--- src/rtl/lin_frame_transmit_sequencer_core_macros.svh ---
// Assertion macros shared by the LIN frame transmit sequencer RTL.
`ifndef LIN_FRAME_TRANSMIT_SEQUENCER_CORE_MACROS_SVH
`define LIN_FRAME_TRANSMIT_SEQUENCER_CORE_MACROS_SVH

`ifndef NO_ASSERTIONS

// Same-cycle implication, checked on every rising edge outside reset.
`define LFTS_ASSERT_NOW(label, clk, rst_n, ante, cons, msg) \
    label: assert property (@(posedge clk) disable iff (!(rst_n)) (ante) |-> (cons)) \
        else $error(msg);

// Next-cycle implication, checked on every rising edge outside reset.
`define LFTS_ASSERT_NEXT(label, clk, rst_n, ante, cons, msg) \
    label: assert property (@(posedge clk) disable iff (!(rst_n)) (ante) |=> (cons)) \
        else $error(msg);

`else

`define LFTS_ASSERT_NOW(label, clk, rst_n, ante, cons, msg)
`define LFTS_ASSERT_NEXT(label, clk, rst_n, ante, cons, msg)

`endif

`endif

--- src/rtl/lfts_pkg.sv ---
// Package with the types, constants and helper functions of the LIN frame sequencer.
package lfts_pkg;

    localparam int LFTS_MAX_DATA_BYTES = 8;

    localparam int LFTS_ID_W    = 6;
    localparam int LFTS_DATA_W  = 64;
    localparam int LFTS_COUNT_W = 4;
    localparam int LFTS_KIND_W  = 3;
    localparam int LFTS_BYTE_W  = 8;

    localparam logic [LFTS_BYTE_W-1:0] LFTS_SYNC_BYTE   = 8'h55;
    localparam logic [LFTS_BYTE_W-1:0] LFTS_BREAK_BYTE  = 8'h00;
    localparam logic [LFTS_ID_W-1:0]   LFTS_RESERVED_ID = 6'h3C;

    typedef enum logic [LFTS_KIND_W-1:0] {
        KIND_BREAK = 3'd0,
        KIND_SYNC  = 3'd1,
        KIND_PID   = 3'd2,
        KIND_DATA  = 3'd3,
        KIND_SUM   = 3'd4
    } t_byte_kind;

    // Commands from the controller to the datapath.
    typedef struct packed {
        logic       load;
        logic       emit;
        t_byte_kind kind;
    } t_dp_cmd;

    // Status from the datapath back to the controller.
    typedef struct packed {
        logic empty;
        logic one;
    } t_dp_status;

    // Identifier plus its two parity bits.
    function automatic logic [LFTS_BYTE_W-1:0] make_pid(input logic [LFTS_ID_W-1:0] id);
        logic p0;
        logic p1;
        p0 = id[0] ^ id[1] ^ id[2] ^ id[4];
        p1 = ~(id[1] ^ id[3] ^ id[4] ^ id[5]);
        return {p1, p0, id};
    endfunction

    // One's-complement byte addition: the carry wraps back into bit zero.
    function automatic logic [LFTS_BYTE_W-1:0] add_carry(input logic [LFTS_BYTE_W-1:0] a,
                                                         input logic [LFTS_BYTE_W-1:0] b);
        logic [LFTS_BYTE_W:0] s;
        s = {1'b0, a} + {1'b0, b};
        return s[LFTS_BYTE_W-1:0] + {{(LFTS_BYTE_W-1){1'b0}}, s[LFTS_BYTE_W]};
    endfunction

endpackage

--- src/rtl/lfts_stream_if.sv ---
// Valid/ready channel interfaces for frame requests and transmitted bytes.
interface lfts_req_if import lfts_pkg::*; ();
    logic                    valid;
    logic                    ready;
    logic [LFTS_ID_W-1:0]    frame_id;
    logic [LFTS_DATA_W-1:0]  data_bytes;
    logic [LFTS_COUNT_W-1:0] data_count;
    logic                    classic_sum;

    modport source (output valid, frame_id, data_bytes, data_count, classic_sum,
                    input ready);
    modport sink   (input valid, frame_id, data_bytes, data_count, classic_sum,
                    output ready);
endinterface

interface lfts_byte_if import lfts_pkg::*; ();
    logic                   valid;
    logic                   ready;
    logic [LFTS_KIND_W-1:0] byte_kind;
    logic [LFTS_BYTE_W-1:0] byte_value;
    logic                   last;

    modport source (output valid, byte_kind, byte_value, last, input ready);
    modport sink   (input valid, byte_kind, byte_value, last, output ready);
endinterface

--- src/rtl/lfts_ctrl.sv ---
// Frame sequencing state machine: steps through break, sync, id, any data and checksum.
module lfts_ctrl import lfts_pkg::*; (
    input  logic       i_clk,
    input  logic       i_rst_n,
    input  logic       i_req_valid,
    output logic       o_req_ready,
    input  logic       i_out_ready,
    output logic       o_out_valid,
    output t_dp_cmd    o_cmd,
    input  t_dp_status i_status
);

    typedef enum logic [2:0] {
        ST_IDLE,
        ST_BREAK,
        ST_SYNC,
        ST_PID,
        ST_DATA,
        ST_SUM
    } t_state;

    t_state r_state;
    t_state n_state;
    logic   r_out_valid;
    logic   slot_free;

    // The output register can take a byte when it is empty or being drained.
    assign slot_free = !r_out_valid || i_out_ready;

    always_comb begin
        n_state = r_state;
        o_cmd   = '{load: 1'b0, emit: 1'b0, kind: KIND_BREAK};
        unique case (r_state)
            ST_IDLE: begin
                if (i_req_valid) begin
                    o_cmd.load = 1'b1;
                    n_state    = ST_BREAK;
                end
            end
            ST_BREAK: begin
                if (slot_free) begin
                    o_cmd.emit = 1'b1;
                    o_cmd.kind = KIND_BREAK;
                    n_state    = ST_SYNC;
                end
            end
            ST_SYNC: begin
                if (slot_free) begin
                    o_cmd.emit = 1'b1;
                    o_cmd.kind = KIND_SYNC;
                    n_state    = ST_PID;
                end
            end
            ST_PID: begin
                if (slot_free) begin
                    o_cmd.emit = 1'b1;
                    o_cmd.kind = KIND_PID;
                    n_state    = i_status.empty ? ST_SUM : ST_DATA;
                end
            end
            ST_DATA: begin
                if (slot_free) begin
                    o_cmd.emit = 1'b1;
                    o_cmd.kind = KIND_DATA;
                    n_state    = i_status.one ? ST_SUM : ST_DATA;
                end
            end
            ST_SUM: begin
                if (slot_free) begin
                    o_cmd.emit = 1'b1;
                    o_cmd.kind = KIND_SUM;
                    n_state    = ST_IDLE;
                end
            end
            default: begin
                n_state = ST_IDLE;
            end
        endcase
    end

    always_ff @(posedge i_clk) begin
        if (!i_rst_n) begin
            r_state     <= ST_IDLE;
            r_out_valid <= 1'b0;
        end else begin
            r_state <= n_state;
            if (o_cmd.emit) begin
                r_out_valid <= 1'b1;
            end else if (i_out_ready) begin
                r_out_valid <= 1'b0;
            end
        end
    end

    assign o_req_ready = (r_state == ST_IDLE);
    assign o_out_valid = r_out_valid;

endmodule

--- src/rtl/lfts_dp.sv ---
// Datapath: request capture, payload shifter, checksum accumulator and output byte register.
module lfts_dp import lfts_pkg::*; #(
    parameter int MAX_DATA_BYTES = LFTS_MAX_DATA_BYTES
) (
    input  logic                    i_clk,
    input  logic                    i_rst_n,
    input  t_dp_cmd                 i_cmd,
    output t_dp_status              o_status,
    input  logic [LFTS_ID_W-1:0]    i_frame_id,
    input  logic [LFTS_DATA_W-1:0]  i_data_bytes,
    input  logic [LFTS_COUNT_W-1:0] i_data_count,
    input  logic                    i_classic_sum,
    output logic [LFTS_KIND_W-1:0]  o_byte_kind,
    output logic [LFTS_BYTE_W-1:0]  o_byte_value,
    output logic                    o_last
);

    localparam int SHIFT_W = LFTS_BYTE_W * MAX_DATA_BYTES;
    localparam int CNT_W   = $clog2(MAX_DATA_BYTES + 1);

    logic [SHIFT_W-1:0]     r_shift;
    logic [CNT_W-1:0]       r_left;
    logic [LFTS_BYTE_W-1:0] r_sum;
    logic [LFTS_BYTE_W-1:0] r_pid;
    logic [LFTS_KIND_W-1:0] r_kind;
    logic [LFTS_BYTE_W-1:0] r_value;
    logic                   r_last;

    logic [LFTS_BYTE_W-1:0] n_pid;
    logic [CNT_W-1:0]       n_left;
    logic [LFTS_BYTE_W-1:0] n_value;
    logic                   use_enhanced;

    assign n_pid        = make_pid(i_frame_id);
    assign use_enhanced = !i_classic_sum && (i_frame_id < LFTS_RESERVED_ID);
    assign n_left       = (i_data_count > LFTS_COUNT_W'(MAX_DATA_BYTES))
                        ? CNT_W'(MAX_DATA_BYTES) : CNT_W'(i_data_count);

    always_comb begin
        unique case (i_cmd.kind)
            KIND_BREAK: n_value = LFTS_BREAK_BYTE;
            KIND_SYNC:  n_value = LFTS_SYNC_BYTE;
            KIND_PID:   n_value = r_pid;
            KIND_DATA:  n_value = r_shift[LFTS_BYTE_W-1:0];
            KIND_SUM:   n_value = ~r_sum;
            default:    n_value = LFTS_BREAK_BYTE;
        endcase
    end

    always_ff @(posedge i_clk) begin
        if (!i_rst_n) begin
            r_left <= '0;
        end else if (i_cmd.load) begin
            r_left <= n_left;
        end else if (i_cmd.emit && i_cmd.kind == KIND_DATA) begin
            r_left <= r_left - CNT_W'(1);
        end
    end

    always_ff @(posedge i_clk) begin
        if (i_cmd.load) begin
            r_pid   <= n_pid;
            r_shift <= i_data_bytes[SHIFT_W-1:0];
            r_sum   <= use_enhanced ? n_pid : '0;
        end else if (i_cmd.emit && i_cmd.kind == KIND_DATA) begin
            r_shift <= r_shift >> LFTS_BYTE_W;
            r_sum   <= add_carry(r_sum, r_shift[LFTS_BYTE_W-1:0]);
        end
        if (i_cmd.emit) begin
            r_kind  <= i_cmd.kind;
            r_value <= n_value;
            r_last  <= (i_cmd.kind == KIND_SUM);
        end
    end

    assign o_status.empty = (r_left == '0);
    assign o_status.one   = (r_left == CNT_W'(1));
    assign o_byte_kind    = r_kind;
    assign o_byte_value   = r_value;
    assign o_last         = r_last;

endmodule

--- src/rtl/lin_frame_transmit_sequencer_core.sv ---
// LIN frame transmit sequencer: one request in, the frame's byte stream out.
// A request transfer carries a six-bit frame identifier, up to eight payload
// bytes, a byte count and the checksum style. The block answers with a stream
// of byte transfers: a break marker (value zero), the sync byte 0x55, the
// protected identifier with its two parity bits, the payload bytes with byte
// zero first, and the inverted end-around-carry checksum, which alone carries
// last. A count above MAX_DATA_BYTES is treated as MAX_DATA_BYTES. The enhanced
// checksum starts from the protected identifier; identifiers 0x3C and above
// always use the classic sum over the payload only. The idle state captures
// the request, then the state machine loads one byte per cycle into the single
// output register, so the pace is set by that register and by sink stalls. The
// next request is accepted as soon as the checksum byte has been loaded, even
// while it still waits to be taken.
`include "lin_frame_transmit_sequencer_core_macros.svh"

module lin_frame_transmit_sequencer_core import lfts_pkg::*; #(
    parameter int MAX_DATA_BYTES = LFTS_MAX_DATA_BYTES
) (
    input  logic        i_clk,
    input  logic        i_rst_n,
    lfts_req_if.sink    i_req,
    lfts_byte_if.source o_byte
);

    // Command and status bundles between the controller and the datapath.
    t_dp_cmd    cmd;
    t_dp_status status;

    lfts_ctrl u_ctrl (
        .i_clk       (i_clk),
        .i_rst_n     (i_rst_n),
        .i_req_valid (i_req.valid),
        .o_req_ready (i_req.ready),
        .i_out_ready (o_byte.ready),
        .o_out_valid (o_byte.valid),
        .o_cmd       (cmd),
        .i_status    (status)
    );

    lfts_dp #(
        .MAX_DATA_BYTES (MAX_DATA_BYTES)
    ) u_dp (
        .i_clk         (i_clk),
        .i_rst_n       (i_rst_n),
        .i_cmd         (cmd),
        .o_status      (status),
        .i_frame_id    (i_req.frame_id),
        .i_data_bytes  (i_req.data_bytes),
        .i_data_count  (i_req.data_count),
        .i_classic_sum (i_req.classic_sum),
        .o_byte_kind   (o_byte.byte_kind),
        .o_byte_value  (o_byte.byte_value),
        .o_last        (o_byte.last)
    );

    // A captured request keeps the block busy at least for the following cycle.
    `LFTS_ASSERT_NEXT(a_busy_after_accept, i_clk, i_rst_n, i_req.valid && i_req.ready, !i_req.ready, "request accepted twice in a row")

    // A data byte is never produced once the byte count has run out.
    `LFTS_ASSERT_NOW(a_data_within_count, i_clk, i_rst_n, cmd.emit && cmd.kind == KIND_DATA, !status.empty, "data byte emitted beyond the byte count")

    // Capture and byte emission never coincide.
    `LFTS_ASSERT_NOW(a_load_excludes_emit, i_clk, i_rst_n, cmd.load, !cmd.emit, "request captured while a byte is emitted")

    // The end-of-frame flag goes only with the checksum byte.
    `LFTS_ASSERT_NOW(a_last_is_checksum, i_clk, i_rst_n, o_byte.valid && o_byte.last, o_byte.byte_kind == KIND_SUM, "last flag on a byte other than the checksum")

endmodule

--- src/flat_wrapper.sv ---
// flat-port wrapper written by rule: the top's interface ports become plain ports
module lin_frame_transmit_sequencer_core_flat import lfts_pkg::*;
#(
    parameter int MAX_DATA_BYTES = LFTS_MAX_DATA_BYTES
)
  (i_clk, i_rst_n, i_req_valid, i_req_frame_id, i_req_data_bytes, i_req_data_count, i_req_classic_sum, i_req_ready, o_byte_valid, o_byte_byte_kind, o_byte_byte_value, o_byte_last, o_byte_ready);
  lfts_req_if i_req_i ();
  lfts_byte_if o_byte_i ();
  input  logic i_clk;
  input  logic i_rst_n;
  input wire logic [$bits(i_req_i.valid)-1:0] i_req_valid;
  input wire logic [$bits(i_req_i.frame_id)-1:0] i_req_frame_id;
  input wire logic [$bits(i_req_i.data_bytes)-1:0] i_req_data_bytes;
  input wire logic [$bits(i_req_i.data_count)-1:0] i_req_data_count;
  input wire logic [$bits(i_req_i.classic_sum)-1:0] i_req_classic_sum;
  output wire logic [$bits(i_req_i.ready)-1:0] i_req_ready;
  output wire logic [$bits(o_byte_i.valid)-1:0] o_byte_valid;
  output wire logic [$bits(o_byte_i.byte_kind)-1:0] o_byte_byte_kind;
  output wire logic [$bits(o_byte_i.byte_value)-1:0] o_byte_byte_value;
  output wire logic [$bits(o_byte_i.last)-1:0] o_byte_last;
  input wire logic [$bits(o_byte_i.ready)-1:0] o_byte_ready;
  assign i_req_i.valid = i_req_valid;
  assign i_req_i.frame_id = i_req_frame_id;
  assign i_req_i.data_bytes = i_req_data_bytes;
  assign i_req_i.data_count = i_req_data_count;
  assign i_req_i.classic_sum = i_req_classic_sum;
  assign i_req_ready = i_req_i.ready;
  assign o_byte_valid = o_byte_i.valid;
  assign o_byte_byte_kind = o_byte_i.byte_kind;
  assign o_byte_byte_value = o_byte_i.byte_value;
  assign o_byte_last = o_byte_i.last;
  assign o_byte_i.ready = o_byte_ready;
  lin_frame_transmit_sequencer_core #(.MAX_DATA_BYTES(MAX_DATA_BYTES)) u_core (.i_clk(i_clk), .i_rst_n(i_rst_n), .i_req(i_req_i), .o_byte(o_byte_i));
endmodule
--- config.mk ---
export PLATFORM = sky130hd
export DESIGN_NAME = lin_frame_transmit_sequencer_core_flat
export DESIGN_NICKNAME = d
export VERILOG_FILES = /design/src/rtl/lfts_pkg.sv /design/src/rtl/lfts_stream_if.sv /design/src/rtl/lfts_ctrl.sv /design/src/rtl/lfts_dp.sv /design/src/rtl/lin_frame_transmit_sequencer_core.sv /design/src/flat_wrapper.sv
export VERILOG_INCLUDE_DIRS = /design/src /design/src/rtl
export SDC_FILE = /design/constraint.sdc
export NUM_CORES = 1
export LEC_CHECK = 0
export BUFFER_PORTS_ARGS = -buffer_cell sky130_fd_sc_hd__buf_2
export CAP_MARGIN = 20
export CORE_MARGIN = 2
export CORE_UTILIZATION = 33
export DETAILED_ROUTE_END_ITERATION = 10
export SYNTH_ARGS = -nofsm -noshare
export SYNTH_HDL_FRONTEND = slang
export SYNTH_HIERARCHICAL = 1
export SYNTH_SLANG_ARGS = --single-unit
--- constraint.sdc ---
create_clock -name i_clk -period 3.8 [get_ports i_clk]
set_clock_uncertainty 0.05 [all_clocks]
set_input_delay 0.57 -clock i_clk [delete_from_list [all_inputs] [get_ports i_clk]]
set_output_delay 0.57 -clock i_clk [all_outputs]
set_load 0.01 [all_outputs]
# == Yosys cells after proc, flatten, opt, wreduce, memory -nomap -nowiden ==
# Cells that the tools add are included.
# totals
register_bits,100
input_bits,79
output_inout_bits,14
wordCells,76
# classes
add_sub_neg,3
order_cmp,2
eq_ne,16
mux,28
n_bitwise,8
n_reduce_logical,10
# op_table
op,count
two-way mux 64 bit,2
two-way mux 4 bit,8
one-hot mux 8 bit (4 select lines),1
two-way mux 8 bit,3
one-hot mux 4 bit (5 select lines),1
two-way mux 3 bit,6
one-hot mux 3 bit (6 select lines),1
"== test 3 x 2 -> 1 bit, second input constant",4
"!= test 2 bit, second input constant",6
adder 8 x 8 -> 9 bit,1
"== test 3 bit, second input constant",3
adder 8 x 1 -> 8 bit,1
NOT 8 bit,1
"== test 3 x 1 -> 1 bit, second input constant",2
"less-than comparator 6 bit, second input constant",1
two-way mux 1 bit,6
AND reduction 6 bit,1
bitwise XOR 1 bit,6
"== test 4 x 1 -> 1 bit, second input constant",1
"> comparator 4 bit, second input constant",1
logical NOT 4 bit,1
nonzero test 2 bit,2
"subtractor 4 x 1 -> 4 bit, second input constant",1
logical NOT 3 bit,1
4 further kinds,6

# == Depth between registers and ports, before layout ==
# Gate-level depths: netlist of run 1.
# depth
word_depth,8
depth_mapped,12
depth_no_buf,12

# == By module ==
# Netlist of run 1, hierarchy kept.
# modules_own_cells
mod,n_inst,cells_each,area_each_um2,seq_area_each_um2
lfts_dp,1,306,4539.4,2842.7
lfts_ctrl,1,38,312.8,80.1

# == Worst setup path before layout of run 1 ==
# Ideal clock, no wire load.
# synth_path
kind,register to register
startpoint,register u_core.u_ctrl.r_state[2]
endpoint,register u_core.u_dp.r_shift[0] (enable)
setup_ns,0.442
arrival_ns,3.428
t_required_ns,3.308
slack_ns,-0.120
stages_incl_launch_ff,7
path_buffers,3
period_less_slack_ns,3.920
path_cell_list,dfxtp_1 > buf_4 > nor3_2 > and2_1 > clkbuf_1 > clkbuf_1 > nand2b_1
# synth_lines
element,line_no,rtl
start: declaration,lfts_ctrl.sv:22,t_state r_state;
start signal: assignment,lfts_ctrl.sv:86,r_state <= n_state;
end signal: assignment,lfts_dp.sv:63,r_shift <= i_data_bytes[SHIFT_W-1:0];
end signal: assignment,lfts_dp.sv:66,r_shift <= r_shift >> LFTS_BYTE_W;
end: declaration,lfts_dp.sv:21,logic [SHIFT_W-1:0] r_shift;

# == Final worst setup path of run 1 ==
# layout_path
startpoint,register u_core.u_dp.r_shift[0]
endpoint,"register u_core.u_dp.r_sum[7], data pin"
# layout_between
elab_chain_cells,4
# layout_lines
element,line_no,rtl
adder 8 x 8 -> 9 bit,lfts_pkg.sv:50,"s = {1'b0, a} + {1'b0, b};"
adder 8 x 1 -> 8 bit,lfts_pkg.sv:51,"return s[LFTS_BYTE_W-1:0] + {{(LFTS_BYTE_W-1){1'b0}}, s[LFTS_BYTE_W]};"
two-way mux 8 bit,lfts_dp.sv:65,end else if (i_cmd.emit && i_cmd.kind == KIND_DATA) begin
two-way mux 8 bit,lfts_dp.sv:61,if (i_cmd.load) begin
end signal: assignment,lfts_dp.sv:64,r_sum <= use_enhanced ? n_pid : '0;
end signal: assignment,lfts_dp.sv:67,"r_sum <= add_carry(r_sum, r_shift[LFTS_BYTE_W-1:0]);"
end: declaration,lfts_dp.sv:23,logic [LFTS_BYTE_W-1:0] r_sum;
# No other way between the ends. The select of a mux whose other input is x is not followed.
# A chain may end at the register's enable or synchronous reset.

==> results.md, run 1 <==
* Antenna violation net count after detailed routing at 0
* Iteration-0 DRC Markers at 177
* Net Switching at 1.65 mW
* Worst path required time at about 3.8 ns
* Number of warning messages in the yosys log at 6
* Number of H-tree branching levels at 3
* Number of port buffers at 92
* Number of hold violations in the final report at 0
* Dominant delay contributor by cell family on the critical path: adder cells
* Period minus WS final at 3.13 ns
* # resized after CTS at 0
* Final Slew Violations at 0
* Total power divided by cell area at ~830 nW/um^2
* Leakage power at 2.19 nW
* Most area-consuming cells after synthesis: sky130_fd_sc_hd__edfxtp_1 57%, sky130_fd_sc_hd__mux2_1 8.1%, sky130_fd_sc_hd__mux2_2 4.9%
* I/O pin total at 93
* CTS tree: yes
* Critical path type: register to register
* Clock slew at the register clock pins of the worst setup and hold paths at 0.07 ns
* Number of distinct standard cells referenced by the synthesized netlist at 58
* Length in cells of the worst reg-to-reg path at 12
* Cell count after synthesis at 344
* Sw frac at 0.341
* Netlist area before placement at 4850 um^2
* Diode count at 0
* Max-cap viol count at 0
* Hold/Removal Path Class: input port to register
* Total of endpoints with negative setup slack in the final report at 0
* TNS Setup at 0 ns
* Number of detailed-routing iterations run before antenna repair at 4
* Multi-input combinational cell area at approximately 1800 um^2
* Number of flip-flops and latches in the synthesized netlist at 100
* Die Span Y at between 100 and 150 um
* Prevailing post-synth register cell: sky130_fd_sc_hd__edfxtp_1
* Storage cell area at 2920 um^2
* Worst slew slack as a fraction of its limit at 0.581
* Sequential group share of total power at 0.418
* Fraction of registers with async set or reset after synthesis at 0
* Type of destination of the critical path: register
* CTS Hold Buffers Added at 0
* Total non-filler cell area in the finished layout at 5800 um^2
* Count of placed standard cells including taps at around 610
* Worst Path Buf+Inv at 0
* Commonest cells post-synth: 92 x sky130_fd_sc_hd__edfxtp_1, 35 x sky130_fd_sc_hd__mux2_1, 21 x sky130_fd_sc_hd__mux2_2
* Slew at the pin with the worst max-slew slack at 0.627 ns
* Post-route DRC violation count at 0
* RSZ-0062 raised after global routing: no
* Critical path launch point: u_core/u_dp/r_shift[0]
* Die outline area at 15700 um^2
* Filler-free cell count of the finished design at about 630
* Post-detailed-route via-to-cell ratio at 4.85
* Fraction of the cycle the final worst path needs at 0.822
* Status: completed
* Post-CTS setup buffers at 0
* Hold worst-path end: u_core/u_dp/r_pid[0]
* CTS max path bufs at 2
* Synth Net Count at 436
* Cell with the largest stage delay on the worst path: sky130_fd_sc_hd__fa_1
* Most numerous cell in the Yosys netlist: sky130_fd_sc_hd__edfxtp_1
* Sum of routed wire length over all layers at just under 10 mm
* Maximum number of pins on one net before global-route repair at 50
* Clock root cell: sky130_fd_sc_hd__clkbuf_16
* Total clock buffers created by CTS at 9
* Filler cell count in the final layout at between 1000 and 1500
* Startpoint of the most critical register-to-register path: u_core/u_dp/r_shift[0]
* Most used cell along the critical path: sky130_fd_sc_hd__ha_1
* Number of global-route vias before repair at 3066
* Clock net sink count at 100
* Via count at 3039
* Slack of the worst reg-to-reg path at 0.67 ns
* Area growth from synthesis to layout at 19.5%
* Type of element launching the critical path: register
* Reg-to-Reg End: u_core/u_dp/r_sum[7]
* Fraction of layout instances using a drive strength above 1 at 0.332
* Worst hold path startpoint: i_req_frame_id[0]
* Core box area at 14400 um^2
* Overflow after GRT at 0
* Post-synth EDFFs at 92
* Share of synthesized area occupied by flip-flops and latches at 0.602
* Max FO, Critical Path at 3
* Part of the total power dissipated in the clock network at 0.172
* Weighted congestion at the end of routability-driven global placement at 0.818
* Achievable Freq at about 0.32 GHz
* Worst voltage drop across the vdd grid at 0.312 mV
* Routed len/inst at 15.6 um
* Post-Place Worst Slack at 0.687 ns
* Synthesized area divided by synthesized cell count at between 10 and 15 um^2
* Worst hold path cell count at 1
* Top cell type's share of synthesized area at 0.569
* Post-route setup slack at 0.675 ns
* Overall global routing resource usage at 0.128
* Part of the total power dissipated in combinational logic at 0.410
* Internal power summed over all cells at 3.19 mW
* Cells along the critical path: ha_1 -> fa_1 -> a211o_1 -> a211oi_2 -> o21bai_1 -> a21o_1 -> ha_1 -> nand3_1 -> nor3_1 -> and4_1 -> xor3_1 -> o21ai_1
* Detailed Place HPWL at ~7 mm
* First-pass GRT wire length at 15.6 mm
* Floorplan die width at 125 um
* Area leader, netlist: sky130_fd_sc_hd__edfxtp_1
* Starting utilization of the core area at 0.336
* Row count at 44
* Crit-path max cell delay at 0.43 ns
* Data arrival time of the critical path at ~3.2 ns
* Placed inst area at 5540 um^2
* Worst-Skew Late Latency at 0.35 ns
* Number of nets in the final layout at around 530
* Antenna violations before repair at 0
==> stage by stage <==
stage,hold slack [ns],total power [mW],utilization
2_1_floorplan,0.451,3.50,-
3_3_place_gp,0.459,3.99,0.384
3_5_place_dp,0.462,4.04,0.384
4_1_cts,0.393,4.89,0.402
5_1_grt,0.388,5.17,0.402
6_report,0.405,4.84,0.402
==> state kept, by name (all words and copies together), names as in the netlist <==
register and count:
u_core/u_dp/r_shift 64, u_core/u_dp/o_last 1, u_core/u_dp/r_sum 8, u_core/u_dp/o_byte_kind 3
u_core/u_ctrl/r_state 3, u_core/u_ctrl/o_out_valid 1, u_core/u_dp/r_pid 8, u_core/u_dp/o_byte_value 8
u_core/u_dp/r_left 4
==> cell families after synthesis <==
logic type | Yosys count | share of synthesized area
xor gates and xnor gates | 16 | 0.0320
and+or+nand+nor | 70 | 0.0841
AOI/OAI and AO/OA | 58 | 0.0833
DFF | 100 | 0.602
muxes | 61 | 0.140
adders and majority gates | 13 | 0.0351
buffers and inverters | 26 | 0.0230
==> cells in the final DEF, fill, tap and decap left out, types with 3 or more instances in the layout <==
cell type                   synthesis  layout
sky130_fd_sc_hd__a211o_1            3       3
sky130_fd_sc_hd__a211oi_1           3       3
sky130_fd_sc_hd__a21o_1             3       3
sky130_fd_sc_hd__a21oi_1           12      12
sky130_fd_sc_hd__and2_1            11      10
sky130_fd_sc_hd__buf_2              2      92
sky130_fd_sc_hd__buf_4              1       8
sky130_fd_sc_hd__clkbuf_16          0       9
sky130_fd_sc_hd__dfxtp_1            8       8
sky130_fd_sc_hd__edfxtp_1          92      92
sky130_fd_sc_hd__ha_1              12      12
sky130_fd_sc_hd__inv_1              8       8
sky130_fd_sc_hd__mux2_1            35      35
sky130_fd_sc_hd__mux2_2            21      21
sky130_fd_sc_hd__mux2i_1            5       5
sky130_fd_sc_hd__nand2_1           15      15
sky130_fd_sc_hd__nand3_1            4       4
sky130_fd_sc_hd__nand4_1            3       3
sky130_fd_sc_hd__nor2_1            10      10
sky130_fd_sc_hd__nor2b_1            5       5
sky130_fd_sc_hd__nor3b_1            4       4
sky130_fd_sc_hd__o21ai_0            3       3
sky130_fd_sc_hd__o21ai_1            8       8
sky130_fd_sc_hd__o21bai_1           3       3
sky130_fd_sc_hd__o22ai_1            5       5
sky130_fd_sc_hd__o32ai_1            3       3
sky130_fd_sc_hd__or3_1              3       3
sky130_fd_sc_hd__xnor2_1            7       7
sky130_fd_sc_hd__xor2_1             8       8
==> cell type report <==
| class | count | area share |
|---|---|---|
| multi-input combinational | 218 | 0.315 |
| inverter | 10 | 0.00647 |
| timing repair buffer | 100 | 0.0898 |
| sequential | 100 | 0.504 |
| clock buffer | 11 | 0.0401 |
| tap | 184 | 0.0397 |
| clock inverter | 4 | 0.00475 |
==> worst max-delay path by stage <==
stage / depth (start not counted) / to / slack [ns]
detailed placement: 12 / u_core/u_dp/r_sum[7] / 0.69
global placement: 12 / u_core/u_dp/r_sum[7] / 0.77
floorplan: 6 / u_core/u_dp/r_shift[0] / 0.70
global route: 12 / u_core/u_dp/r_sum[7] / 0.48
CTS: 12 / u_core/u_dp/r_sum[7] / 0.68
finish: 12 / u_core/u_dp/r_sum[7] / 0.67
==> power groups by stage <==
| stage | registers, mW | clock network (mW) | logic, mW |
|---|---|---|---|
| 6_report | 2.03 | 0.833 | 1.98 |
| 3_5_place_dp | 2.06 | 0 | 1.99 |
| 5_1_grt | 2.07 | 0.906 | 2.19 |
| 3_3_place_gp | 2.04 | 0 | 1.95 |
| 4_1_cts | 2.03 | 0.859 | 2.00 |
| 2_1_floorplan | 2.02 | 0 | 1.48 |
==> layer usage <==
metal	GRT usage	up-vias	routed length, um
li1	-	1491	-
met4	0.0569	0	219
met5	0	-	0
met2	0.208	84	4690
met3	0.0436	20	676
met1	0.154	1444	4220
(Power assumes the default switching activity.)
==> run 2: changes to the inputs <==
- clock period: 3.8 -> 2.6 ns (I/O delays scaled with it)
==> run 2 against run 1 <==
The run now ends with setup timing left. Routed wire length increased by 1.0%. Sequential cell count unchanged. Via count increased by 3.0%. Setup slack got worse by 0.91 ns. Count of clock-buffer cells in the layout decreased by 2. Largest cell class unchanged. First-iteration DRC count increased by 17%. Register-to-register slack got worse by 0.91 ns. Clock power increased by 73%. Die area unchanged. Core utilization increased by 1.7 points. Sequential power increased by 46%.
==> results.md, run 2 (same netlist as run 1, synthesis figures left out) <==
* Worst hold path startpoint: i_req_frame_id[0]
* Uppermost signal routing layer after detailed routing: met4
* Worst path required time at ~2.7 ns
* Max FO, Critical Path at 2
* Core box area at 14400 um^2
* Starting utilization of the core area at 0.336
* Antenna violations before repair at 0
* Antenna violation net count after detailed routing at 0
* Flip-flop count of the largest register after layout at 64
* Leakage power at between 2 and 2.5 nW
* Most frequent cells in the layout: 92 x sky130_fd_sc_hd__buf_2, 92 x sky130_fd_sc_hd__edfxtp_1, 35 x sky130_fd_sc_hd__mux2_1
* Reg-to-Reg End: u_core/u_dp/r_sum[7]
* Clock net sink count at 100
* Floorplan die width at 125 um
* Filler cell count in the final layout at 1346
* Number of global-route vias before repair at 3325
* Met1 wire length at approximately 4.2 mm
* TNS Setup at -1.12 ns
* Filler-free cell count of the finished design at 645
* Clock slew at the register clock pins of the worst setup and hold paths at 0.07 ns
* Total power divided by cell area at 1270 nW/um^2
* Overflow after GRT at 0
* Number of nets in the final layout at 549
* Post-route setup slack at -0.240 ns
* Violated checks: setup timing
* Weighted congestion at the end of routability-driven global placement at 0.809
* Slew at the pin with the worst max-slew slack at 0.451 ns
* Post-detailed-route via-to-cell ratio at 4.85
* Number of port buffers at 92
* Met3 routed wirelength at 552 um
* Area growth from synthesis to layout at 24.6%
* Overall global routing resource usage at 0.133
* Total clock buffers created by CTS at 9
* First-pass GRT wire length at around 16 mm
* Worst-Skew Late Latency at 0.35 ns
* CTS max path bufs at 2
* Sum of routed wire length over all layers at 9.91 mm
* Number of H-tree branching levels at 3
* Period minus WS final at between 2 and 3 ns
* Count of placed standard cells including taps at 624
* Critical path type: register to register
* Via count at 3129
* Met2 routed wirelength at 4.91 mm
* Startpoint of the most critical register-to-register path: u_core/u_dp/r_shift[0]
* Worst voltage drop across the vdd grid at 0.438 mV
* Number of detailed-routing iterations run before antenna repair at 4
* Routed len/inst at around 15 um
* Type of element launching the critical path: register
* Final Slew Violations at 0
* Slack of the worst reg-to-reg path at -0.24 ns
* Post-Place Worst Slack at -0.301 ns
* Row count at 44
* RSZ-0062 raised after global routing: yes
* Post-route DRC violation count at 0
* Die outline area at 15700 um^2
* Detailed Place HPWL at between 6 and 7 mm
* Length in cells of the worst reg-to-reg path at 12
* Status: finished, violations left
* Data arrival time of the critical path at 2.89 ns
* Diode count at 0
* Type of destination of the critical path: register
* Hold/Removal Path Class: input port to register
* Post-layout util at 0.419
* Achievable Freq at 0.352 GHz
* Fraction of layout instances using a drive strength above 1 at 0.377
* Number of hold violations in the final report at 0
* Fraction of the cycle the final worst path needs at 1.09
* Total of endpoints with negative setup slack in the final report at 6
* Top register by number of flip-flops: u_core/u_dp/r_shift
* Die Span Y at 125 um
* Max-cap viol count at 0
* Hold worst-path end: u_core/u_dp/r_pid[0]
* Maximum number of pins on one net before global-route repair at 56
* CTS tree: yes
* Iteration-0 DRC Markers at between 200 and 250
* Worst hold path cell count at 1
* I/O pin total at 93
* Worst slew slack as a fraction of its limit at 0.699
* Clock root cell: sky130_fd_sc_hd__clkbuf_16
==> run 2: changes by cell type in the layout (fill, tap and decap cells not counted), moves of 2 or more <==
cell / previous run / this run
sky130_fd_sc_hd__buf_4: 8 / 23
sky130_fd_sc_hd__buf_12: 0 / 2
sky130_fd_sc_hd__bufinv_16: 0 / 2
sky130_fd_sc_hd__clkbuf_1: 2 / 0
sky130_fd_sc_hd__ha_1: 12 / 10
sky130_fd_sc_hd__ha_2: 0 / 2
==> run 2: how the worst max path moves through the flow <==
stage,start,endpoint,cells past startpoint
after floorplan,u_core/u_dp/r_sum[0],u_core/u_dp/r_sum[7],12
after global placement,u_core/u_dp/r_sum[0],u_core/u_dp/r_sum[7],12
after detailed placement,u_core/u_dp/r_sum[0],u_core/u_dp/r_sum[6],11
after CTS,u_core/u_dp/r_shift[0],u_core/u_dp/r_sum[7],12
after global routing,u_core/u_dp/r_shift[0],u_core/u_dp/r_sum[7],12
final,u_core/u_dp/r_shift[0],u_core/u_dp/r_sum[7],12
==> run 2: through the flow <==
stage	total power, mW	instance area [um^2]	hold WS (ns)
3_3_place_gp	6.01	5670	0.458
2_1_floorplan	5.15	4880	0.439
3_5_place_dp	6.09	5670	0.461
5_1_grt	8.19	6040	0.216
6_report	7.67	6040	0.220
4_1_cts	7.69	6040	0.209
==> run 2: repair_timing <==
item,4_1_cts,5_1_grt
setup buffers,7,1
endpoints found under the hold margin,0,0
gates resized for setup,2,2
pin swaps,6,1
hold buffers,0,0
endpoints found under the setup margin,7,8
==> run 2: cell type report <==
type | instances | area [um^2] | share of cell area
inverters | 10 | 37.5 | 0.00621
well taps | 184 | 230 | 0.0381
repair buffers | 118 | 684 | 0.113
clock buffers | 9 | 225 | 0.0373
flip-flops and latches | 100 | 2920 | 0.484
multi-input cells | 218 | 1860 | 0.307
clock inverters | 6 | 88.8 | 0.0147
==> run 2: critical path: stages (launching register included) <==
cell and delay, ns:
sky130_fd_sc_hd__edfxtp_1 0.40, sky130_fd_sc_hd__ha_2 0.23, sky130_fd_sc_hd__fa_2 0.36, sky130_fd_sc_hd__a211o_1 0.29, sky130_fd_sc_hd__a211oi_2 0.21, sky130_fd_sc_hd__o21bai_1 0.11, sky130_fd_sc_hd__a21o_1 0.19, sky130_fd_sc_hd__ha_2 0.19
sky130_fd_sc_hd__nand3_2 0.07, sky130_fd_sc_hd__nor3_1 0.05, sky130_fd_sc_hd__and4_1 0.21, sky130_fd_sc_hd__xor3_1 0.18, sky130_fd_sc_hd__o21ai_1 0.05
==> run 2: power by group <==
| part | total, mW | internal [mW] | switching (mW) |
|---|---|---|---|
| Sequential | 2.96 | 2.71 | 0.246 |
| Combinational | 3.28 | 1.58 | 1.69 |
| Clock | 1.44 | 0.840 | 0.596 |
| Total | 7.67 | 5.13 | 2.53 |
==> run 2: per-layer routing <==
layer  vias to the layer above  GRT usage
met5                         -          0
li1                       1536          -
met2                        71      0.223
met1                      1508      0.158
met4                         0     0.0542
met3                        14     0.0419
==> run 3: changes to the inputs <==
- GPL_TIMING_DRIVEN: unset -> 0
==> run 3 against run 2 <==
The run still ends with setup timing left. Critical path depth unchanged. Register-to-register slack worse by 0.04 ns. Clock power down 5%. Critical endpoint unchanged. Fmax down 1.4%. Power down 0.50%. Largest cell class unchanged.
==> results.md, run 3 (same netlist as run 1, synthesis figures left out) <==
* Cells along the critical path: ha_4 -> fa_2 -> a211o_1 -> a211oi_2 -> o21bai_1 -> a21o_1 -> ha_2 -> nand3_2 -> nor3_1 -> and4_1 -> xor3_1 -> o21ai_1
* Leakage power at 2.34 nW
* RSZ-0062 raised after global routing: yes
* Number of nets in the final layout at between 500 and 600
* CTS tree: yes
* Number of H-tree branching levels at 3
* Overall global routing resource usage at 0.132
* Fraction of the cycle the final worst path needs at 1.11
* Core box area at 14400 um^2
* Post-route setup slack at -0.281 ns
* Detailed Place HPWL at 7.17 mm
* Total non-filler cell area in the finished layout at around 6100 um^2
* Antenna violations before repair at 2
* Antenna violation net count after detailed routing at 0
* Crit-path max cell delay at 0.46 ns
* Area growth from synthesis to layout at 25.4%
* Worst-Skew Late Latency at between 0.3 and 0.4 ns
* Number of hold violations in the final report at 0
* Max-cap viol count at 0
* Overflow after GRT at 0
* Type of element launching the critical path: register
* Worst Path Buf+Inv at 0
* Violated checks: setup timing
* Length in cells of the worst reg-to-reg path at 12
* Fraction of layout instances using a drive strength above 1 at 0.392
* First-pass GRT wire length at 16.1 mm
* Critical Path End: u_core/u_dp/r_sum[7]
* Slew at the pin with the worst max-slew slack at 0.581 ns
* Top register by number of flip-flops: u_core/u_dp/r_shift
* Total number of cells along the worst setup path at 12
* CTS max path bufs at 2
* Clock root cell: sky130_fd_sc_hd__clkbuf_16
* Hold/Removal Path Class: input port to register
* Total of endpoints with negative setup slack in the final report at 7
* Total clock buffers created by CTS at 9
* Reg-to-Reg End: u_core/u_dp/r_sum[7]
* Routed len/inst at 15.5 um
* Status: finished, violations left
* Maximum number of pins on one net before global-route repair at 37
* Post-route DRC violation count at 0
* Worst path required time at 2.64 ns
* Post-detailed-route via-to-cell ratio at about 4.8
* Dominant delay contributor by cell family on the critical path: compound AO/OA/AOI/OAI gates
* Starting utilization of the core area at 0.336
* Via count at around 3200
* Data arrival time of the critical path at about 3 ns
* Slack of the worst reg-to-reg path at -0.28 ns
* Total power divided by cell area at around 1300 nW/um^2
* Die outline area at 15700 um^2
* Cell with the largest stage delay on the worst path: sky130_fd_sc_hd__edfxtp_1
* Achievable Freq at 0.347 GHz
* Flip-flop count of the largest register after layout at 64
* Worst hold path startpoint: i_req_frame_id[1]
* Type of destination of the critical path: register
* Worst slew slack as a fraction of its limit at 0.612
* Weighted congestion at the end of routability-driven global placement at approximately 0.77
* Most common library cell in the layout ignoring fill and taps: sky130_fd_sc_hd__buf_2
* Clock net sink count at 100
* Most frequent cells in the layout: 95 x sky130_fd_sc_hd__buf_2, 92 x sky130_fd_sc_hd__edfxtp_1, 35 x sky130_fd_sc_hd__mux2_1
* Critical path launch point: u_core/u_dp/r_shift[0]
* Number of detailed-routing iterations run before antenna repair at 4
* Iteration-0 DRC Markers at 193
* Final Slew Violations at 0
* Period minus WS final at about 2.9 ns
* CTS Hold Buffers Added at 0
* Max FO, Critical Path at 2
* Sum of routed wire length over all layers at slightly above 10 mm
* Clock slew at the register clock pins of the worst setup and hold paths at ~0.070 ns
* Placed inst area at 5570 um^2
* I/O pin total at 93
* Critical path type: register to register
* Die Span Y at ~130 um
* Number of global-route vias before repair at approximately 3200
* Worst voltage drop across the vdd grid at 0.456 mV
* Number of port buffers at 92
* Worst-case hold slack at 0.229 ns
* Post-layout util at 0.422
* Floorplan die width at 125 um
* Startpoint of the most critical register-to-register path: u_core/u_dp/r_shift[0]
* Row count at 44
[run 3: changes by cell type in the layout (fill, tap and decap cells not counted), moves of 2 or more]
cell and delta:
sky130_fd_sc_hd__buf_12 -2, sky130_fd_sc_hd__clkbuf_2 +7, sky130_fd_sc_hd__clkbuf_1 +4, sky130_fd_sc_hd__buf_4 -7, sky130_fd_sc_hd__nand3_1 -2, sky130_fd_sc_hd__buf_2 +3
[run 3: layout make-up]
cell class	count	area, um^2
Timing Repair Buffer	108	584
Buffer	16	83.8
Inverter	10	37.5
Fill cell	1406	8340
Sequential cell	100	2920
Clock inverter	5	60.1
Multi-Input combinational cell	219	1920
Antenna cell	1	2.50
Clock buffer	11	243
Tap cell	184	230
[run 3: routing by layer]
layer | global-route usage | up-vias | part of all wire
met1 | 0.150 | 1523 | 0.41
met3 | 0.0454 | 10 | 0.057
met5 | 0 | - | 0.00069
li1 | - | 1551 | -
met2 | 0.228 | 71 | 0.52
met4 | 0.0516 | 2 | 0.011
[run 3: timing repair]
item | in CTS | in global routing
gates resized for setup | 10 | 14
pin swaps | 6 | 4
setup buffers | 6 | 10
cloned | 1 | 0
setup endpoints to repair | 102 | 85
[run 3: through the flow]
step                      std cells  TNS (ns)  total power, mW  setup WS (ns)
after floorplan                 344    -0.578             5.15         -0.170
after global placement          620    -24.09             5.81         -0.418
after detailed placement        620    -29.51             5.91         -0.450
after CTS                       643     -1.14             7.47         -0.290
after global routing            653     -1.78             8.16         -0.424
final                           654    -0.981             7.63         -0.281
[run 3: worst min-delay path by stage]
stage	depth (start not counted)	slack, ns	endpoint
CTS	1	0.21	u_core/u_dp/r_pid[0]
finish	1	0.23	u_core/u_dp/r_pid[1]
global placement	1	0.46	u_core/u_dp/r_shift[5]
global route	1	0.21	u_core/u_dp/r_pid[0]
detailed placement	1	0.46	u_core/u_dp/r_shift[51]
floorplan	0	0.44	u_core/u_dp/r_pid[0]
[run 3: power breakdown]
group / internal [mW] / switching, mW / leakage (nW)
registers: 2.72 / 0.214 / 0.944
clock network: 0.777 / 0.590 / 0.146
logic: 1.59 / 1.74 / 1.25
